### src/hw/rtl/mpoc_pkg.sv
// Package for the multi-pattern overlap counter.
// Holds the operation codes, the input item layout and the decoded command.
// No dependencies; used by every module of the block.
`default_nettype none

package mpoc_pkg;

  typedef enum logic [2:0] {
    OP_WR_BYTE = 3'd0,
    OP_WR_LEN  = 3'd1,
    OP_CLEAR   = 3'd2,
    OP_TEXT    = 3'd3,
    OP_READ    = 3'd4
  } op_e;

  localparam int unsigned OUT_COUNT_W = 32;

  typedef struct packed {
    logic [2:0] operation;
    logic [2:0] pattern_slot;
    logic [3:0] byte_position;
    logic [7:0] data_byte;
    logic [4:0] pattern_length;
  } item_t;

  typedef struct packed {
    logic       wr_byte;
    logic       wr_len;
    logic       clear;
    logic       text;
    logic       read;
    logic [2:0] slot;
    logic [3:0] pos;
    logic [7:0] data;
    logic [4:0] len;
  } cmd_t;

endpackage

`default_nettype wire

### src/hw/rtl/mpoc_counts.sv
// Saturating match counters and the registered read-out beat.
// Depends on mpoc_pkg for the decoded command and the output count width.
`default_nettype none

module mpoc_counts #(
  parameter int NUM_PATTERNS = 8,
  parameter int COUNT_WIDTH  = 32
) (
  input  wire logic                                 clk_i,
  input  wire logic                                 rst_ni,
  input  wire mpoc_pkg::cmd_t                       cmd_i,
  input  wire logic [NUM_PATTERNS-1:0]              hit_i,
  input  wire logic                                 m_tready_i,
  output logic                                      m_tvalid_o,
  output logic [mpoc_pkg::OUT_COUNT_W-1:0]          m_count_o,
  output logic [2:0]                                m_slot_o
);

  localparam int SIDX_W = (NUM_PATTERNS > 1) ? $clog2(NUM_PATTERNS) : 1;

  logic [COUNT_WIDTH-1:0]           cnt_q [NUM_PATTERNS];
  logic [SIDX_W-1:0]                rd_idx;
  logic                             rd_ok;
  logic [COUNT_WIDTH-1:0]           rd_cnt;
  logic [mpoc_pkg::OUT_COUNT_W-1:0] rd_sat;
  logic                             out_valid_q;
  logic [mpoc_pkg::OUT_COUNT_W-1:0] out_cnt_q;
  logic [2:0]                       out_slot_q;

  assign rd_idx = SIDX_W'(cmd_i.slot);
  assign rd_ok  = 32'(cmd_i.slot) < NUM_PATTERNS;
  assign rd_cnt = rd_ok ? cnt_q[rd_idx] : '0;

  generate
    if (COUNT_WIDTH > mpoc_pkg::OUT_COUNT_W) begin : g_sat
      assign rd_sat = (|rd_cnt[COUNT_WIDTH-1:mpoc_pkg::OUT_COUNT_W]) ? '1
                      : rd_cnt[mpoc_pkg::OUT_COUNT_W-1:0];
    end else begin : g_ext
      assign rd_sat = mpoc_pkg::OUT_COUNT_W'(rd_cnt);
    end
  endgenerate

  always_ff @(posedge clk_i or negedge rst_ni) begin
    if (!rst_ni) begin
      for (int s = 0; s < NUM_PATTERNS; s++) begin
        cnt_q[s] <= '0;
      end
    end else begin
      for (int s = 0; s < NUM_PATTERNS; s++) begin
        if (cmd_i.clear) begin
          cnt_q[s] <= '0;
        end else if (cmd_i.text && hit_i[s] && !(&cnt_q[s])) begin
          cnt_q[s] <= cnt_q[s] + COUNT_WIDTH'(1);
        end
      end
    end
  end

  always_ff @(posedge clk_i or negedge rst_ni) begin
    if (!rst_ni) begin
      out_valid_q <= 1'b0;
    end else if (cmd_i.read) begin
      out_valid_q <= 1'b1;
    end else if (m_tready_i) begin
      out_valid_q <= 1'b0;
    end
  end

  always_ff @(posedge clk_i) begin
    if (cmd_i.read) begin
      out_cnt_q  <= rd_sat;
      out_slot_q <= cmd_i.slot;
    end
  end

  assign m_tvalid_o = out_valid_q;
  assign m_count_o  = out_cnt_q;
  assign m_slot_o   = out_slot_q;

endmodule

`default_nettype wire

### config.mk
export PLATFORM = sky130hd
export DESIGN_NAME = mpoc_counts
export DESIGN_NICKNAME = d
export VERILOG_FILES = /design/src/hw/rtl/mpoc_pkg.sv /design/src/hw/rtl/mpoc_counts.sv
export SDC_FILE = /design/constraint.sdc
export NUM_CORES = 1
export LEC_CHECK = 0
export BUFFER_PORTS_ARGS = -buffer_cell sky130_fd_sc_hd__buf_2
export CAP_MARGIN = 15
export CORE_MARGIN = 8
export CORE_UTILIZATION = 30
export CTS_BUF_LIST = sky130_fd_sc_hd__clkbuf_8
export CTS_CLUSTER_DIAMETER = 30
export DETAILED_ROUTE_END_ITERATION = 16
export GPL_TIMING_DRIVEN = 0
export HOLD_SLACK_MARGIN = 0.15
export SYNTH_ARGS = -nofsm -noshare
export SYNTH_HDL_FRONTEND = slang
export SYNTH_SLANG_ARGS = --single-unit
### constraint.sdc
create_clock -name clk_i -period 4.4 [get_ports clk_i]
set_input_delay 0.22 -clock clk_i [delete_from_list [all_inputs] [get_ports clk_i]]
set_output_delay 0.22 -clock clk_i [all_outputs]
set_load 0.05 [all_outputs]
; Yosys cells after proc, flatten, opt, wreduce, memory -nomap -nowiden
; Index checks and enable logic that the tools add are counted.
[classes]
n_addsub = 8
n_lt_le_gt_ge = 1
n_mux = 21
n_bitwise = 1
reduce_logical = 41
[op_table]
columns = op, n
row1 = 2-to-1 mux 32 bit, 18
row2 = adder 32 x 1 -> 32 bit (second input constant), 8
row3 = AND reduction 32 bit, 8
row4 = binary-select mux 32 bit (select 3 bit), 1
row5 = nonzero test 2 bit, 9
row6 = logical AND 1 bit, 16
row7 = logical NOT 1 bit, 8
row8 = >= comparator 4 bit (second input constant), 1
row9 = inverter 3 -> 4 bit, 1
row10 = 2-to-1 mux 1 bit, 2
[totals]
reg_bits = 292
in_bits = 36
out_inout_bits = 36
wordCells = 83

; Longest topological paths before layout
; Gate-level depths: netlist of the first run.
[depth]
word_depth = 5
ltp_mapped = 8
depth_no_buf = 6

; Least setup slack after synthesis of the first run
; No wires, ideal clock.
[synth_timing]
path_type = register to register
start = register cnt_q[3] (netlist name)
end = register cnt_q[28] (netlist name)
arrival_time_ns = 2.151
path_slack_ns = 2.124
path_stages_with_launch = 8
n_path_buf = 2
period_less_slack_ns = 2.276
path_cell_list = dfrtp_1 > nand4_2 > or4_1 > clkbuf_2 > or3_1 > buf_6 > nor3_1 > mux2_2
[synth_via]
elab_chain_cells = 4
word_cells_on_any_way = 7
classes_between = add/sub: 1 / mux: 2 / reduce/logical: 4
[synth_lines]
columns = element, line_no
row1 = "start, declared", mpoc_counts.sv:21  ; logic [COUNT_WIDTH-1:0] cnt_q [NUM_PATTERNS];
row2 = "start signal, assigned by index", mpoc_counts.sv:53  ; cnt_q[s] <= cnt_q[s] + COUNT_WIDTH'(1);
row3 = branches (longest 4 deep; another with adder 32 x 1 -> 32 bit), -
; Parallel ways; which one is timed is not known. The select of a mux whose other input is x is not followed.
; A chain may end at the register's enable or synchronous reset.

; Final worst setup path of the first run
[layout_timing]
start = register cnt_q[64] (netlist name)
end = register cnt_q[67] (netlist name)
; Same word-level chain as after synthesis.

==> results of run 1 <==
==> cell families after synthesis <==
group | count (synthesis) | share of synthesized area [%]
buffers and inverters | 131 | 3.14
multiplexers | 116 | 11.8
AND/OR/NAND/NOR | 727 | 23.8
adder cells (fa/ha/maj) | 8 | 0.585
XOR/XNOR | 55 | 2.81
AO/OA/AOI/OAI | 408 | 14.2
flip-flops | 292 | 43.7
==> timing repair <==
action / in CTS / in global routing
gates resized for setup: 0 / 0
hold buffers: 12 / 0
hold endpoints to repair: 113 / 0
==> worst max path at each step <==
stage	start	end	slack [ns]	cells past startpoint
after CTS	cnt_q[113]	cnt_q[99]	1.44	8
after global placement	rst_ni	cnt_q[186]	-1.84	1
after floorplan	cnt_q[3]	cnt_q[28]	2.12	7
final	cnt_q[64]	cnt_q[67]	1.40	8
after global routing	cnt_q[113]	cnt_q[105]	1.19	8
after detailed placement	cmd_i[21]	cnt_q[118]	1.19	8
==> cell usage after synthesis, drive strengths merged, types with 3 or more instances <==
cell     number  area, um2
nand3        84        420
nor3         26        135
or2           8       50.1
o21ai       108        541
edfxtp       35       1050
xor2         14        123
nor4         28        190
nor2b        15       93.8
nand2b        3       18.8
buf          18       91.3
a211oi        8       60.1
and3         25        156
o2111ai       7       61.3
nand2       118        443
nand4b        3       26.3
a2111oi       8       70.1
dfrtp       257       6430
ha            8        100
a21o          3       22.5
xnor2        41        359
nor4b         4       41.3
nand4        76        482
mux2         46        518
nor2        108        405
a21oi       174        871
or3         107        671
inv          34        128
o21a          3       22.5
clkbuf       79        318
o31ai        69        528
o31a          3       26.3
mux2i         6       60.1
nor3b         3       22.5
o211ai        4       30.0
or4          80        601
and2         12       75.1
mux4         64       1450
and4         24        210
o21ba         5       50.1
==> area by class of cell <==
type                       instances  area [um2]  area share (%)
antenna                            2        5.00          0.0246
buffer                            97         409            2.01
clock buffer                      91        1250            6.15
clock inverter                    50         594            2.92
inverter                          34         128           0.627
multi-input combinational       1314        9100            44.7
sequential                       292        7480            36.8
tap                              756         946            4.65
timing repair buffer              66         445            2.19
==> routing by layer <==
| layer | share of wire, % | vias up | global-route usage [%] |
|---|---|---|---|
| met5 | 0.022 | - | 0 |
| met4 | 3.2 | 2 | 7.31 |
| met3 | 8.5 | 121 | 3.64 |
| met2 | 44 | 731 | 27.2 |
| met1 | 44 | 7927 | 25.5 |
| li1 | - | 7063 | - |
==> power by group through the flow <==
stage	sequential [mW]	clock [mW]	combinational (mW)
after global placement	2.83	0	0.343
after CTS	2.78	4.21	0.365
final	2.78	4.14	0.363
after global routing	2.78	4.36	0.391
after detailed placement	2.83	0	0.356
after floorplan	2.87	0	0.138
==> flip-flops by register name, summed over array words and instances (netlist names) <==
register    count
cnt_q         256
m_tvalid_o      1
m_count_o      32
m_slot_o        3
==> through the flow <==
stage	setup slack [ns]	area [um2]	hold WS, ns	total power [mW]
after floorplan	2.12	17100	-0.0756	3.01
after global placement	-1.84	18300	0.415	3.17
after detailed placement	1.19	18400	0.329	3.18
after CTS	1.44	20400	0.175	7.35
after global routing	1.19	20400	0.237	7.53
final	1.40	20400	0.216	7.29
==> flow_metrics.tcl, run 1 <==
set metrics [dict create \
    grt_max_degree 98 \
    pwr-share-seq_pct 38.1 \
    post_synth.cell_area_avg_um2 9.85 \
    mappedNetlistArea_um2 17100 \
    finalNetCount 1925 \
    part_of_the_power_in_the_clock_network_pct 56.9 \
    hold_class "primary input to asynchronous set/reset pin" \
    dieHeight_um 255 \
    grt_setup_unrepaired "false" \
    postSynthNetCount 1781 \
    setup.worst_path.class "flip-flop to flip-flop" \
    synth_edf_count 35 \
    clk_pin_slew_ns 0.05 \
    buffer_ports.inserted 52 \
    num-fill-cells 5660 \
    setup.reg_to_reg.worst_slack_ns 1.40 \
    postCtsSetupRepairBufs 0 \
    p_leak_nw 7.31 \
    first_global_vias 15200 \
    final_hold_viol_count 0 \
    core-area_um2 56400 \
    vdd_ir_drop_max_mv 0.205 \
    max_cap_viol_count 0 \
    worstPathCellList "ha_1, nand3_1, nor4_1, and3_1, clkbuf_1, clkbuf_1, o31ai_1, a21oi_1" \
    share_comb_of_total_power_pct 5.0 \
    routed_wire_length_per_instance_um 21.9 \
    vias_per_cell 5.86 \
    setup_viol 0 \
    worst_path_dominant_cell_family "simple AND/OR/NAND/NOR gates" \
    fp.dieArea_um2 65000 \
    crit-reg2reg-launch "cnt_q[64]" \
    crit_path_end_kind "flip-flop" \
    clkSinkCount 292 \
    areaGrowthSynthToFinish_pct 18.9 \
    number_of_placed_i_o_pins 72 \
    worst_slew_margin_rel_pct 32.2 \
    initial_core_util_pct 30.4 \
    drc 0 \
    cell_pwr_density_nw_per_um2 358 \
    cp_slowest_stage_delay_ns 0.50 \
    fin_crit_sh_pct 68.2 \
    synthFlopType "sky130_fd_sc_hd__dfrtp_1" \
    tns_ns 0 \
    floorplan.die.width_um 255 \
    finalCoreUtilization_pct 36.1 \
    critPathArrivalTime_ns 3.55 \
    clock-skew-final_ns 0.0324 \
    gr-usage-all-layers_pct 18.1 \
    globalRouteOverflowTotal 0 \
    synth_unique_cells 65 \
    syn_inst 1737 \
    antenna_found_initial 3 \
    postSynthRegisterBits 292 \
    grt_first_pass_wirelength_um 91400 \
    rr_endpoint "cnt_q[67]" \
    fp-row-count 87 \
    switchingPower_mw 1.82 \
    async_flop_share_pct 88.0 \
    drt_pass1_iterations 8 \
    dpl.cell_count 2547 \
    path_buf_inv 2 \
    critical-path-top-cell-by-count "sky130_fd_sc_hd__clkbuf_1" \
    switching_share_pct 24.9 \
    startpoint_type "flip-flop" \
    via_count 15800 \
    r2r.worst_path.cells 8 \
    max-clock-path-buffers 3 \
    post_layout_nonfiller_instances 2702 \
    drt_iter0_markers 1754 \
    clock_latency_ns 0.65 \
    final.min_clock_period_ns 3.00 \
    worst_ep_required_time_ns 4.95 \
    final_ant_viol_nets 0 \
    dpl.hpwl_um 44000 \
    drive_gt1_share_pct 17.0 \
    yosysWarningCount 0 \
    final_common_cell "sky130_fd_sc_hd__dfrtp_1" \
    crit_path_max_fo 10 \
    htree_levels 3 \
    synth_seq_area_share_pct 43.7 \
    max_freq_mhz 333 \
    ctsRootBufferMaster "sky130_fd_sc_hd__clkbuf_8" \
    cts_made_buffers 76 \
    drt_total_wl_um 59100 \
    status "complete, no violations" \
    tritoncts "built" \
    worst-slew-pin-transition_ns 1.02 \
    p_int_mw 5.47 \
    critical-path-slowest-cell "sky130_fd_sc_hd__dfrtp_1" \
    finalMaxSlewViolations 0 \
    final_cell_mix "sky130_fd_sc_hd__dfrtp_1, sky130_fd_sc_hd__a21oi_1, sky130_fd_sc_hd__nand2_1" \
    place.gp.congestion 0.938 \
]
Power figures use the tool's default switching activity.
==> inputs of run 2 (changes only) <==
Clock period 4.4 ns to 3.1 ns, I/O delays scaled along.
==> run 2 against run 1 <==
Effect of this change:
- cell count stayed put
- die area stayed put
- non-clock buffer count increased by 1
- core utilization about the same
- first-iteration DRC count shrank 2.5%
- combinational power increased by 42%
- critical endpoint is now cnt_q[132]
- clock power increased by 42%
- cell area barely moved
- register-to-register slack got worse by 1.2 ns
- clock skew is 0.0044 ns lower
- flip-flop and latch count stayed put
==> flow_metrics.tcl, run 2 (same netlist as run 1, synthesis figures left out) <==
set metrics [dict create \
    clk_pin_slew_ns 0.05 \
    clock_latency_ns 0.64 \
    status "complete, no violations" \
    fp.dieArea_um2 65000 \
    p_leak_nw 7.34 \
    fp-row-count 87 \
    critical-path-slowest-cell "sky130_fd_sc_hd__o311ai_0" \
    final_cell_mix "sky130_fd_sc_hd__dfrtp_1, sky130_fd_sc_hd__a21oi_1, sky130_fd_sc_hd__nand2_1" \
    largest_register "cnt_q" \
    htree_levels 3 \
    r2r.worst_path.cells 6 \
    grt_setup_unrepaired "false" \
    worstPathCellList "nand4_1, or4_1, clkbuf_1, o311ai_0, o21ai_0, a21oi_1" \
    crit_path_end_kind "flip-flop" \
    core-area_um2 56400 \
    first_global_vias 15200 \
    crit_path_end "cnt_q[132]" \
    cts_made_buffers 76 \
    crit-reg2reg-launch "cnt_q[136]" \
    critPathArrivalTime_ns 3.47 \
    gr-usage-all-layers_pct 18.2 \
    grt_max_degree 98 \
    largest_reg_flops 256 \
    initial_core_util_pct 30.4 \
    number_of_placed_i_o_pins 72 \
    drt_total_wl_um 59100 \
    clock-skew-final_ns 0.0281 \
    cp_slowest_stage_delay_ns 0.84 \
    drt_iter0_markers 1710 \
    max_cap_viol_count 0 \
    vias_per_cell 5.86 \
    postCtsSetupRepairBufs 0 \
    place.gp.congestion 0.938 \
    hold_class "primary input to asynchronous set/reset pin" \
    worst-slew-pin-transition_ns 1.02 \
    startpoint_type "flip-flop" \
    max-clock-path-buffers 3 \
    areaGrowthSynthToFinish_pct 19.0 \
    finalCoreUtilization_pct 36.1 \
    setup.reg_to_reg.worst_slack_ns 0.19 \
    worst_ep_required_time_ns 3.66 \
    dpl.cell_count 2547 \
    antenna_found_initial 3 \
    finalMaxSlewViolations 0 \
    routed_wire_length_per_instance_um 21.9 \
    dieHeight_um 255 \
    final_common_cell "sky130_fd_sc_hd__dfrtp_1" \
    rr_endpoint "cnt_q[132]" \
    max_freq_mhz 344 \
    drive_gt1_share_pct 17.1 \
    via_count 15800 \
    vdd_ir_drop_max_mv 0.291 \
    drt_pass1_iterations 8 \
    drc 0 \
    fin_crit_sh_pct 93.8 \
    setup_viol 0 \
    cell_pwr_density_nw_per_um2 508 \
    final_hold_viol_count 0 \
    total_power_mw 10.3 \
    dpl.hpwl_um 44000 \
    floorplan.die.width_um 255 \
    tritoncts "built" \
    critical_path.startpoint "cnt_q[136]" \
    post_layout_nonfiller_instances 2702 \
    crit_path_max_fo 10 \
    clkSinkCount 292 \
    grt_first_pass_wirelength_um 91400 \
    globalRouteOverflowTotal 0 \
    final.min_clock_period_ns 2.91 \
    final_ant_viol_nets 0 \
    ctsRootBufferMaster "sky130_fd_sc_hd__clkbuf_8" \
    finalNetCount 1926 \
    setup.worst_path.class "flip-flop to flip-flop" \
    buffer_ports.inserted 52 \
    worst_slew_margin_rel_pct 32.3 \
]
run 2: worst max-delay path, delay by kind of cell (launching register included):
kind                   cells  cell delay [ns]
AO/OA/AOI/OAI              3             1.21
AND/OR/NAND/NOR            2             0.88
flip-flops                 1             0.47
buffers and inverters      1             0.28
run 2: per-stage QoR:
stage | worst slack, ns | setup TNS (ns) | hold slack, ns | instance area [um2]
finish | 0.193 | 0 | 0.164 | 20400
global route | 0.000411 | 0 | 0.218 | 20400
CTS | 0.140 | 0 | 0.159 | 20400
detailed placement | -0.0491 | -0.120 | 0.264 | 18400
global placement | -3.07 | -778.01 | 0.350 | 18300
floorplan | 0.824 | 0 | -0.141 | 17100
run 2: power by group:
group          internal, mW  leakage (nW)  total, mW  switching [mW]
registers              3.91          3.93       3.95          0.0315
clock network          3.72         0.953       5.88            2.16
logic                 0.131          2.45      0.516           0.385
run 2: final cells by class:
cell class | instances | area [um2]
fillers | 5663 | 36000
multi-input cells | 1314 | 9100
flip-flops and latches | 292 | 7480
clock buffers | 91 | 1250
well taps | 756 | 946
clock inverters | 50 | 594
repair buffers | 67 | 455
plain buffers | 97 | 410
inverters | 34 | 128
diodes | 1 | 2.50
run 2: worst min path at each step:
stage | cells after the start | start | end
global placement | 1 | cmd_i[17] | m_slot_o[0]
floorplan | 0 | rst_ni | cnt_q[0]
finish | 2 | rst_ni | cnt_q[67]
detailed placement | 1 | rst_ni | cnt_q[67]
global route | 1 | cmd_i[20] | m_count_o[21]
CTS | 1 | cmd_i[20] | m_count_o[21]
run 2: per-layer routing:
layer | up-vias | wire length, um | GRT usage (%)
met5 | - | 13 | 0
met4 | 2 | 2050 | 7.31
met3 | 118 | 5220 | 3.64
met2 | 733 | 25900 | 27.2
met1 | 7928 | 25900 | 25.5
li1 | 7048 | - | -
run 2: what timing repair did:
action                                 CTS  global route
hold buffers                            13             0
resized for setup                        0             3
endpoints found under the hold margin  125             0
setup endpoints to repair                0            19
